### config.mk
export PLATFORM = sky130hd
export DESIGN_NAME = linked_peak_limiter_top
export DESIGN_NICKNAME = d
export VERILOG_FILES = /design/src/rtl/lpl_pkg.sv /design/src/rtl/linked_peak_limiter_top.sv /design/src/rtl/lpl_div.sv
export SDC_FILE = /design/constraint.sdc
export NUM_CORES = 2
export LEC_CHECK = 0
export ABC_AREA = 1
export BUFFER_PORTS_ARGS = -buffer_cell sky130_fd_sc_hd__buf_2
export CAP_MARGIN = 5
export CORE_MARGIN = 3
export CORE_UTILIZATION = 50
export DETAILED_ROUTE_END_ITERATION = 12
export MAX_ROUTING_LAYER = met4
export PLACE_DENSITY = 0.75
export SLEW_MARGIN = 25
export SYNTH_ARGS = -nofsm -noshare
export SYNTH_HDL_FRONTEND = slang
export SYNTH_SLANG_ARGS = --single-unit
### constraint.sdc
create_clock -name clk -period 18.2 [get_ports clk]
set_clock_uncertainty 0.1 [all_clocks]
set_input_delay 0.91 -clock clk [delete_from_list [all_inputs] [get_ports clk]]
set_output_delay 0.91 -clock clk [all_outputs]
set_load 0.03 [all_outputs]
### src/rtl/lpl_pkg.sv
`timescale 1ns / 1ps
// ----------------------------------------------------------------------------
// lpl_pkg: shared types and constants for the linked peak limiter
// Sequencer states, divider status and register indexes.
// ----------------------------------------------------------------------------
package lpl_pkg;

  // Ceiling floor (about -6 dB) and default release coefficient, Q16 scale.
  localparam int unsigned CEIL_MIN_Q16  = 32845;
  localparam int unsigned COEF_RESET_Q16 = 65519;

  localparam int CFG_ADDR_BITS = 2;

  typedef enum logic [CFG_ADDR_BITS-1:0] {
    REG_CEILING_GAIN  = 2'd0,
    REG_RELEASE_COEFF = 2'd1
  } lpl_reg_t;

  typedef enum logic [2:0] {
    ST_IDLE,
    ST_PEAK,
    ST_DIV,
    ST_REL,
    ST_UPD,
    ST_MUL_L,
    ST_MUL_R,
    ST_DONE
  } lpl_state_t;

  typedef struct packed {
    logic busy;
    logic done;
  } lpl_div_stat_t;

endpackage

### src/rtl/linked_peak_limiter_top.sv
`timescale 1ns / 1ps
// ----------------------------------------------------------------------------
// linked_peak_limiter_top: stereo peak limiter, instant attack, exp. release
// Shared-gain limiter: linked peak, ceiling/peak division, one-pole release,
// gain applied to both channels through one shared multiplier.
// ----------------------------------------------------------------------------
// Usage:
//   in_*  : one stereo frame per beat; tdata = {right, left}, tlast marks the
//           last frame of a processing block.
//   out_* : one limited frame per input beat, same order; tlast echoes the
//           input tlast. block_reduced is valid on the tlast beat only.
//   cfg_* : register writes (0 = ceiling gain Q1.G, 1 = release coeff Q0.G),
//           taken on any clock with cfg_we high; write only while idle.
// Timing:
//   A frame is taken only when the sequencer is idle. A frame that needs
//   no reduction steps through peak, release, update, left multiply, right
//   multiply and done to the output register; one above the ceiling adds the
//   bit-serial divide step. The next frame is taken once back in idle.
// Reset (rst_n low, synchronous): gain back to unity, block flag cleared,
//   registers back to defaults, output channel empty.
// Stall: the finished frame sits in the output register until out_tready;
//   the sequencer holds in its final step while that register is full.
// ----------------------------------------------------------------------------
module linked_peak_limiter_top import lpl_pkg::*; #(
  parameter int SAMPLE_BITS    = 24,
  parameter int GAIN_FRAC_BITS = 16,
  localparam int IN_W  = ((2 * SAMPLE_BITS + 7) / 8) * 8,
  localparam int OUT_W = ((2 * SAMPLE_BITS + GAIN_FRAC_BITS + 3 + 7) / 8) * 8
) (
  input  logic                      clk,
  input  logic                      rst_n,

  input  logic                      in_tvalid,
  output logic                      in_tready,
  // sample_left, sample_right, zero pad
  input  logic [IN_W-1:0]           in_tdata,
  input  logic                      in_tlast,   // end_of_block

  output logic                      out_tvalid,
  input  logic                      out_tready,
  // limited_left, limited_right, applied_gain, reducing, block_reduced, pad
  output logic [OUT_W-1:0]          out_tdata,
  output logic                      out_tlast,  // last_of_block

  input  logic                      cfg_we,
  input  logic [CFG_ADDR_BITS-1:0]  cfg_addr,
  input  logic [GAIN_FRAC_BITS:0]   cfg_wdata
);

  localparam int S  = SAMPLE_BITS;
  localparam int G  = GAIN_FRAC_BITS;
  localparam int MA = (S > G + 1) ? S : G + 1;   // multiplier A width
  localparam int PW = MA + G + 2;                 // product width

  localparam longint unsigned CeilMinL =
    ((64'(CEIL_MIN_Q16) << GAIN_FRAC_BITS) + 64'd32768) >> 16;
  localparam longint unsigned CoefRstL =
    ((64'(COEF_RESET_Q16) << GAIN_FRAC_BITS) + 64'd32768) >> 16;

  localparam logic [G:0]   UNITY      = (G+1)'(1) << G;
  localparam logic [G:0]   CEIL_MIN   = (G+1)'(CeilMinL);
  localparam logic [G-1:0] COEF_RESET = G'(CoefRstL);

  // --------------------------------------------------------------------------
  // registers
  // --------------------------------------------------------------------------
  lpl_state_t state_r, state_nxt;

  logic [G:0]   ceil_r;
  logic [G-1:0] coef_r;
  logic [G:0]   held_r;
  logic         any_red_r;

  logic [S-1:0] sl_r, sr_r;
  logic         eob_r;
  logic [G:0]   req_r;
  logic signed [PW-1:0] prod_r;
  logic [S-1:0] lim_l_r;

  logic         out_valid_r;
  logic [S-1:0] out_left_r, out_right_r;
  logic [G:0]   out_gain_r;
  logic         out_red_r, out_blk_r, out_last_r;

  // --------------------------------------------------------------------------
  // peak, ceiling clamp, over-ceiling test
  // --------------------------------------------------------------------------
  logic [S-1:0]   mag_l, mag_r, peak;
  logic [G:0]     ceil_c;
  logic [S+G-1:0] num;
  logic           exceed;

  always_comb begin
    mag_l  = sl_r[S-1] ? (~sl_r + 1'b1) : sl_r;   // most negative -> 2^(S-1)
    mag_r  = sr_r[S-1] ? (~sr_r + 1'b1) : sr_r;
    peak   = (mag_l > mag_r) ? mag_l : mag_r;
    if (ceil_r < CEIL_MIN) begin
      ceil_c = CEIL_MIN;
    end else if (ceil_r > UNITY) begin
      ceil_c = UNITY;
    end else begin
      ceil_c = ceil_r;
    end
    num    = {ceil_c, {(S-1){1'b0}}};
    exceed = ({peak, {G{1'b0}}} > num);
  end

  // --------------------------------------------------------------------------
  // divider
  // --------------------------------------------------------------------------
  logic          div_start;
  logic [G-1:0]  div_q;
  lpl_div_stat_t div_stat;

  lpl_div #(
    .SAMPLE_BITS   (S),
    .GAIN_FRAC_BITS(G)
  ) u_div (
    .clk        (clk),
    .rst_n      (rst_n),
    .start      (div_start),
    .dividend_hi(num[S+G-1:G]),
    .dividend_lo(num[G-1:0]),
    .divisor    (peak),
    .quotient   (div_q),
    .stat       (div_stat)
  );

  // --------------------------------------------------------------------------
  // shared multiplier: release term, then left, then right
  // --------------------------------------------------------------------------
  logic signed [MA-1:0] mul_a;
  logic signed [G+1:0]  mul_b;
  logic [G:0]           drop;

  always_comb begin
    drop = UNITY - held_r;
    unique case (state_r)
      ST_MUL_L: begin
        mul_a = MA'($signed(sl_r));
        mul_b = (G+2)'(held_r);
      end
      ST_MUL_R: begin
        mul_a = MA'($signed(sr_r));
        mul_b = (G+2)'(held_r);
      end
      default: begin
        mul_a = MA'(coef_r);
        mul_b = (G+2)'(drop);
      end
    endcase
  end

  // --------------------------------------------------------------------------
  // gain update
  // --------------------------------------------------------------------------
  logic [G:0] rel, gain_nxt;

  always_comb begin
    rel = UNITY - (G+1)'(prod_r[2*G-1:G]);
    if (req_r < held_r) begin
      gain_nxt = req_r;                       // instant attack
    end else begin
      gain_nxt = (rel < req_r) ? rel : req_r; // release, capped
    end
  end

  // --------------------------------------------------------------------------
  // sequencer
  // --------------------------------------------------------------------------
  logic out_free;
  assign out_free  = !out_valid_r || out_tready;
  assign in_tready = (state_r == ST_IDLE);

  always_comb begin
    state_nxt = state_r;
    div_start = 1'b0;
    unique case (state_r)
      ST_IDLE:  if (in_tvalid) state_nxt = ST_PEAK;
      ST_PEAK: begin
        if (exceed) begin
          div_start = 1'b1;
          state_nxt = ST_DIV;
        end else begin
          state_nxt = ST_REL;
        end
      end
      ST_DIV:   if (div_stat.done) state_nxt = ST_REL;
      ST_REL:   state_nxt = ST_UPD;
      ST_UPD:   state_nxt = ST_MUL_L;
      ST_MUL_L: state_nxt = ST_MUL_R;
      ST_MUL_R: state_nxt = ST_DONE;
      ST_DONE:  if (out_free) state_nxt = ST_IDLE;
      default:  state_nxt = ST_IDLE;
    endcase
  end

  always_ff @(posedge clk) begin
    if (!rst_n) begin
      state_r <= ST_IDLE;
    end else begin
      state_r <= state_nxt;
    end
  end

  // control state: config registers, held gain, block flag, output valid
  always_ff @(posedge clk) begin
    if (!rst_n) begin
      ceil_r      <= UNITY;
      coef_r      <= COEF_RESET;
      held_r      <= UNITY;
      any_red_r   <= 1'b0;
      out_valid_r <= 1'b0;
    end else begin
      if (cfg_we) begin
        unique case (cfg_addr)
          REG_CEILING_GAIN:  ceil_r <= cfg_wdata;
          REG_RELEASE_COEFF: coef_r <= cfg_wdata[G-1:0];
          default: ;
        endcase
      end
      if (state_r == ST_UPD) begin
        held_r    <= gain_nxt;
        any_red_r <= any_red_r | (gain_nxt < UNITY);
      end
      if (state_r == ST_DONE && out_free) begin
        out_valid_r <= 1'b1;
        if (eob_r) begin
          any_red_r <= 1'b0;
        end
      end else if (out_tready) begin
        out_valid_r <= 1'b0;
      end
    end
  end

  // datapath
  always_ff @(posedge clk) begin
    if (in_tvalid && in_tready) begin
      sl_r  <= in_tdata[S-1:0];
      sr_r  <= in_tdata[2*S-1:S];
      eob_r <= in_tlast;
    end
    if (state_r == ST_PEAK && !exceed) begin
      req_r <= UNITY;
    end
    if (state_r == ST_DIV && div_stat.done) begin
      req_r <= {1'b0, div_q};
    end
    if (state_r == ST_REL || state_r == ST_MUL_L || state_r == ST_MUL_R) begin
      prod_r <= mul_a * mul_b;
    end
    if (state_r == ST_MUL_R) begin
      lim_l_r <= prod_r[G+S-1:G];   // floor(left * gain / 2^G)
    end
    if (state_r == ST_DONE && out_free) begin
      out_left_r  <= lim_l_r;
      out_right_r <= prod_r[G+S-1:G];
      out_gain_r  <= held_r;
      out_red_r   <= (held_r < UNITY);
      out_blk_r   <= eob_r & any_red_r;
      out_last_r  <= eob_r;
    end
  end

  assign out_tvalid = out_valid_r;
  assign out_tlast  = out_last_r;
  assign out_tdata  = OUT_W'({out_blk_r, out_red_r, out_gain_r, out_right_r, out_left_r});

  // --------------------------------------------------------------------------
  // assertions
  // --------------------------------------------------------------------------
  a_gain_range: assert property (@(posedge clk) disable iff (!rst_n)
    held_r <= UNITY)
    else $error("held gain above unity");

  a_blk_on_last: assert property (@(posedge clk) disable iff (!rst_n)
    out_valid_r && !out_last_r |-> !out_blk_r)
    else $error("block_reduced set on a non-final beat");

  a_div_in_state: assert property (@(posedge clk) disable iff (!rst_n)
    div_stat.busy || div_stat.done |-> state_r == ST_DIV)
    else $error("divider active outside divide step");

  a_accept_seq: assert property (@(posedge clk) disable iff (!rst_n)
    in_tvalid && in_tready |=> state_r == ST_PEAK)
    else $error("accepted beat did not start the sequence");

  a_done_loads: assert property (@(posedge clk) disable iff (!rst_n)
    state_r == ST_DONE && state_nxt == ST_IDLE |=> out_valid_r)
    else $error("finished frame not presented");

endmodule

### src/rtl/lpl_div.sv
`timescale 1ns / 1ps
// ----------------------------------------------------------------------------
// lpl_div: iterative restoring divider for the required gain
// One quotient bit per cycle. The caller guarantees the high dividend part
// is below the divisor, so the quotient fits in GAIN_FRAC_BITS bits.
// ----------------------------------------------------------------------------
module lpl_div import lpl_pkg::*; #(
  parameter int SAMPLE_BITS    = 24,
  parameter int GAIN_FRAC_BITS = 16
) (
  input  logic                      clk,
  input  logic                      rst_n,
  input  logic                      start,
  input  logic [SAMPLE_BITS-1:0]    dividend_hi,
  input  logic [GAIN_FRAC_BITS-1:0] dividend_lo,
  input  logic [SAMPLE_BITS-1:0]    divisor,
  output logic [GAIN_FRAC_BITS-1:0] quotient,
  output lpl_div_stat_t             stat
);

  localparam int S  = SAMPLE_BITS;
  localparam int G  = GAIN_FRAC_BITS;
  localparam int CW = $clog2(G + 1);

  logic [S-1:0]  rem_r, rem_nxt;
  logic [G-1:0]  lo_r, lo_nxt;
  logic [G-1:0]  q_r, q_nxt;
  logic [S-1:0]  dvs_r;
  logic [CW-1:0] cnt_r;
  logic          busy_r;
  logic          done_r;

  logic [S:0] rem_sh;
  logic [S:0] diff;
  logic       ge;

  always_comb begin
    rem_sh  = {rem_r, lo_r[G-1]};
    diff    = rem_sh - {1'b0, dvs_r};
    ge      = (rem_sh >= {1'b0, dvs_r});
    rem_nxt = ge ? diff[S-1:0] : rem_sh[S-1:0];
    q_nxt   = {q_r[G-2:0], ge};
    lo_nxt  = {lo_r[G-2:0], 1'b0};
  end

  always_ff @(posedge clk) begin
    if (!rst_n) begin
      busy_r <= 1'b0;
      done_r <= 1'b0;
      cnt_r  <= '0;
    end else begin
      // done pulses for one cycle as the last quotient bit is registered
      done_r <= !start && busy_r && (cnt_r == CW'(1));
      if (start) begin
        busy_r <= 1'b1;
        cnt_r  <= CW'(G);
      end else if (busy_r) begin
        cnt_r <= cnt_r - 1'b1;
        if (cnt_r == CW'(1)) begin
          busy_r <= 1'b0;
        end
      end
    end
  end

  // datapath, no reset needed
  always_ff @(posedge clk) begin
    if (start) begin
      rem_r <= dividend_hi;
      lo_r  <= dividend_lo;
      dvs_r <= divisor;
      q_r   <= '0;
    end else if (busy_r) begin
      rem_r <= rem_nxt;
      lo_r  <= lo_nxt;
      q_r   <= q_nxt;
    end
  end

  assign quotient  = q_r;
  assign stat.busy = busy_r;
  assign stat.done = done_r;

endmodule
== Word-level counts from Yosys, hierarchy flattened ==
Index checks and enable logic that the tools add are counted.

* Bits in registers: 324
* Input port bits: 73
* Output and inout bits: 75
* Word-level logic and storage cells: 113

* Add/sub/neg operators: 6
* $mul: 1
* Magnitude comparators: 9
* Eq/ne operators: 12
* Multiplexer cells: 31
* Bitwise operators: 5
* Reductions and logical operators: 22

{| class="wikitable"
|+ Operators by type and width
! cell !! count
|-
| 24-bit two-way mux || 6
|-
| 17-bit two-way mux || 5
|-
| 24-bit by 1-bit adder with 24-bit output, second input constant || 2
|-
| 24-bit NOT || 2
|-
| 24-bit one-hot mux with 2 select lines || 1
|-
| 40-bit > comparator || 1
|-
| 24-bit by 18-bit multiplier with 40-bit output || 1
|-
| 17-bit < comparator || 2
|-
| 17-bit < comparator, second input constant || 2
|-
| 16-bit two-way mux || 2
|-
| 25-bit by 24-bit greater-or-equal comparator with 1-bit output || 1
|-
| 24-bit > comparator || 1
|-
| 3-bit one-hot mux with 8 select lines || 1
|-
| 24-bit subtractor || 1
|-
| 17-bit > comparator, second input constant || 1
|-
| 17-bit by 16-bit < comparator with 1-bit output, second input constant || 1
|-
| 17-bit by 16-bit subtractor with 17-bit output, first input constant || 1
|-
| 17-bit subtractor, first input constant || 1
|-
| 3-bit equality test, second input constant || 4
|-
| 1-bit two-way mux || 11
|-
| 5-bit two-way mux || 2
|-
| 3-bit two-way mux || 3
|-
| 3-bit by 2-bit equality test with 1-bit output, second input constant || 2
|-
| 1-bit logical AND || 6
|-
| 17 further kinds || 26
|}

== Depth between registers and ports, before layout ==
* Word-level depth: 11
* Mapped depth: 39

== Hierarchy ==
A second synthesis with hierarchy kept.

* Cell total of the unflattened synthesis: 3,806
* Area total of the unflattened synthesis: 32,084.5 sq um

{| class="wikitable"
|+ By module, submodules not included
! module !! times used !! cells each !! area each (sq um) !! sequential area each (sq um)
|-
| linked_peak_limiter_top || 1 || 3,070 || 26,611.8 || 6,556.3
|-
| lpl_div || 1 || 736 || 5,472.7 || 2,382.3
|}

== Least setup slack after synthesis ==
No wires, ideal clock.

* Path type: register to register
* From: register state_r[0]
* To: register prod_r[35], data pin
* Arrival time: 6.700 ns
* Data required time: 17.841 ns
* Setup slack: 11.141 ns
* Stages on the path, launching flop included: 33
* Buffers on the path: 2
* Period minus slack after synthesis: 7.059 ns
* Cell sequence: dfxtp_1 inv_1 ha_1 nand2_1 nand2_1 inv_2 buf_2 nand2_1 nand2_1 nand2_1 inv_1 clkbuf_1 nor2_1 fa_1 inv_1 fa_1 fa_1 inv_1 fa_1 fa_1 inv_1 fa_1 inv_1 ha_1 nand2_1 nor2_1 inv_1 or2_2 nor4_1 nor2_1 o21ai_0 a21oi_1 xnor2_1

* Longest elaborated chain between the ends: 4

{| class="wikitable"
|+ Ends and longest elaborated chain
! element !! line !! text
|-
| from (decl) || linked_peak_limiter_top.sv:67 || <nowiki>lpl_state_t state_r, state_nxt;</nowiki>
|-
| from (signal assigned) || linked_peak_limiter_top.sv:202 || <nowiki>state_r <= state_nxt;</nowiki>
|-
| 3-bit equality test || linked_peak_limiter_top.sv:138 || <nowiki>unique case (state_r)</nowiki>
|-
| 2-bit OR reduction (no line) || -- ||
|-
| 17-bit two-way mux || linked_peak_limiter_top.sv:138 ||
|-
| 24-bit by 18-bit multiplier with 40-bit output * || linked_peak_limiter_top.sv:251 || <nowiki>prod_r <= mul_a * mul_b;</nowiki>
|-
| to (signal assigned) || linked_peak_limiter_top.sv:251 ||
|-
| to (decl) || linked_peak_limiter_top.sv:77 || <nowiki>logic signed [PW-1:0] prod_r;</nowiki>
|}

Mark *: on every way between the ends. The rest lies on a longest branch, timed or not.
A chain may end at the register's enable or synchronous reset.

== Final worst setup path ==
* From: register state_r[1]
* To: register prod_r[35], data pin

Same word-level chain as after synthesis.

==> flow_metrics.py <==
metrics = {
    "min_path": {
        "min_path_type": "flip-flop to flip-flop",
        "hold_path_depth": 0,
    },
    "logic_synthesis": {
        "yosys.area.top_type": "fa_1",
        "avgSynthCellArea_um2": 8.47,
        "synth_edf_count": 222,
        "ys_top_cells_by_area": "fa_1 (25%), edfxtp_1 (22%), inv_1 (9.9%)",
        "yosysSeqAreaShare_pct": 27.2,
        "ys_ff_latch": 308,
        "synthDistinctLibCells": 50,
        "yosysWarnings": 0,
        "yosys_most_used_dff": "edfxtp_1",
        "async_flop_share_pct": 0,
        "syn-instance-count": 3639,
        "synth.top_cell.area_share_pct": 25.2,
        "syn_area_um2": 30800,
    },
    "clock_network": {
        "cts_setup_buffers": 0,
        "cts_buffer_depth": 3,
        "holdBufCountCts": 0,
        "cts_root_buf": "clkbuf_16",
        "cts_tree": "yes",
        "cts_resized": 0,
        "cts_sinks": 308,
        "path_clk_slew_ns": 0.06,
        "cts_made_buffers": 35,
        "clkLatencyLatePin_ns": 0.55,
        "htreeDepth": 2,
    },
    "grt": {
        "grt_use_total_pct": 26.5,
        "antenna_found_initial": 3,
        "grt.overflow.total": 0,
        "grt_pass1_vias": 24500,
        "grt_max_degree": 70,
        "grt_pass1_wl_mm": 130,
    },
    "routing": {
        "vias_per_cell": 5.34,
        "wl_mm": 80.4,
        "vias": 24300,
        "drtIter0Drc": 2017,
        "dr.pass1.iters": 5,
        "post_drt_wl_per_cell_um": 17.7,
        "ant_nets": 0,
        "drc": 0,
    },
    "floorplanning": {
        "die_w_um": 254,
        "die-area_um2": 64700,
        "fp.dieH_um": 254,
        "initial_core_util_pct": 50.8,
        "io_pins": 148,
        "fp-row-count": 90,
        "coreArea_um2": 60700,
    },
    "setup_path": {
        "crit_path_max_incr_delay_ns": 0.71,
        "path_max_fanout": 33,
        "crit_arrival_ns": 9.75,
        "crit_slowest_cell": "nand2_1",
        "ff2ff_path_depth": 29,
        "worst_setup_path_end_kind": "flip-flop",
        "required_ns": 18.37,
        "cp-start-kind": "flip-flop",
        "setup.worst_path.class": "flip-flop to flip-flop",
        "crit_path_frequent_cell": "inv_1",
    },
    "placement": {
        "hpwl_mm": 65.2,
        "place_congestion": 0.982,
        "dpl-instance-area_um2": 32200,
        "portBuffers": 142,
    },
    "sta": {
        "fin_crit_sh_pct": 52.6,
        "setup_viol": 0,
        "hold_viol_final": 0,
        "maxSlewHeadroom_pct": 27.8,
        "worstMarginPinSlew_ns": 1.08,
        "slew_viol_final": 0,
        "tns_ns": 0,
        "rsz0062_at_grt": "no",
        "max_freq_mhz": 104,
        "fin_crit_ns": 9.58,
    },
    "final_layout": {
        "fin_nets": 4403,
        "stdcell_area_um2": 33400,
        "layout-drive-gt1-share_pct": 7.36,
        "post-route-util_pct": 55.0,
        "area_growth_pct": 8.36,
    },
    "run": {
        "drv_cap": 0,
    },
    "outcome": {
        "status": "finished clean",
    },
}
==> layer usage <==
metal / global-route usage, % / vias up / share of wire [%]
met3: 3.98 / 223 / 7.3
met5: - / - / 0
met1: 34.5 / 11700 / 42
li1: - / 11400 / -
met4: 10.2 / 0 / 4.1
met2: 41.9 / 941 / 47
==> Yosys cell counts (9+ instances only) <==
cell type and n:
o21ai_0 153, ha_1 202, xor2_1 93, o21ai_1 11, dfxtp_1 86, a21oi_1 180, nor4_1 9, edfxtp_1 222
nor2_1 366, nand3_1 103, fa_1 388, xnor2_1 21, nand4_1 33, nand2_2 10, clkbuf_1 75, nand2_1 680
o22ai_1 22, buf_2 16, inv_1 812, nor3_1 39
==> state kept, by name, summed over array words and instances (netlist names), 24 cells and up <==
signal / count
u_div.rem_r: 24
prod_r: 24
sl_r: 24
lim_l_r: 24
out_right_r: 24
out_left_r: 24
sr_r: 24
u_div.dvs_r: 24
==> stage by stage <==
step | cells | hold slack, ns | setup WS, ns
after floorplan | 3643 | 0.300 | 11.14
after global placement | 4485 | 0.301 | 9.00
after detailed placement | 4485 | 0.305 | 8.79
after CTS | 4547 | 0.312 | 8.76
after global routing | 4550 | 0.325 | 8.05
final | 4552 | 0.308 | 8.62
==> final timing paths <==
kind / from / endpoint / slack (ns)
setup / recovery: state_r[1]$_SDFFE_PN0P_ / prod_r[35]$_DFFE_PP_ / 8.62
hold / removal: lim_l_r[1]$_DFFE_PN_ / out_left_r[1]$_DFFE_PP_ / 0.31
setup reg to reg: state_r[1]$_SDFFE_PN0P_ / prod_r[35]$_DFFE_PP_ / 8.62
hold reg to reg: lim_l_r[1]$_DFFE_PN_ / out_left_r[1]$_DFFE_PP_ / 0.31
==> critical path: cells and delay by family (launching register included) <==
kind	cells	cell delay [ns]
compound gates	3	0.89
buf+inv	8	1.67
fa+ha+maj	8	3.62
xor+xnor	2	0.37
simple gates	8	2.26
flops	1	0.35
==> cells by family (layout without fill, tap and decap cells) <==
group                      after synthesis  in the layout  synth area share, %
adders and majority gates              590            590                 33.4
and+or+nand+nor                       1266           1266                 16.8
DFF                                    308            308                 27.2
other                                    1             10               0.0122
buffers and inverters                  934           1056                 11.7
xor gates and xnor gates               114            114                 3.24
AOI/OAI and AO/OA                      426            426                 7.56
==> cells in the final DEF (no fill, tap or decap), types with 9 or more instances in the layout <==
cell	Yosys	routed
nor3_1	39	38
nand4_1	33	33
fa_1	388	388
nand2_1	680	680
xor2_1	93	93
nand3_1	103	103
ha_1	202	202
inv_1	812	812
o21ai_1	11	12
buf_4	7	25
clkbuf_16	0	37
o21ai_0	153	152
buf_2	16	142
nand2_2	10	10
nor2_1	366	365
o22ai_1	22	21
xnor2_1	21	21
nor4_1	9	9
a21oi_1	180	180
edfxtp_1	222	222
dfxtp_1	86	85
==> final cells by class <==
type | count | area [µm²]
repair buffers | 167 | 898
clock inverters | 17 | 160
multi-input cells | 2401 | 18800
inverters | 827 | 3110
diodes | 5 | 12.5
well taps | 782 | 978
flip-flops and latches | 308 | 8390
clock buffers | 45 | 996
fillers | 5416 | 27300
Power is left out: the tool's default activity adds up to more than one toggle a clock period on the data nets, which glitch-free logic cannot reach.
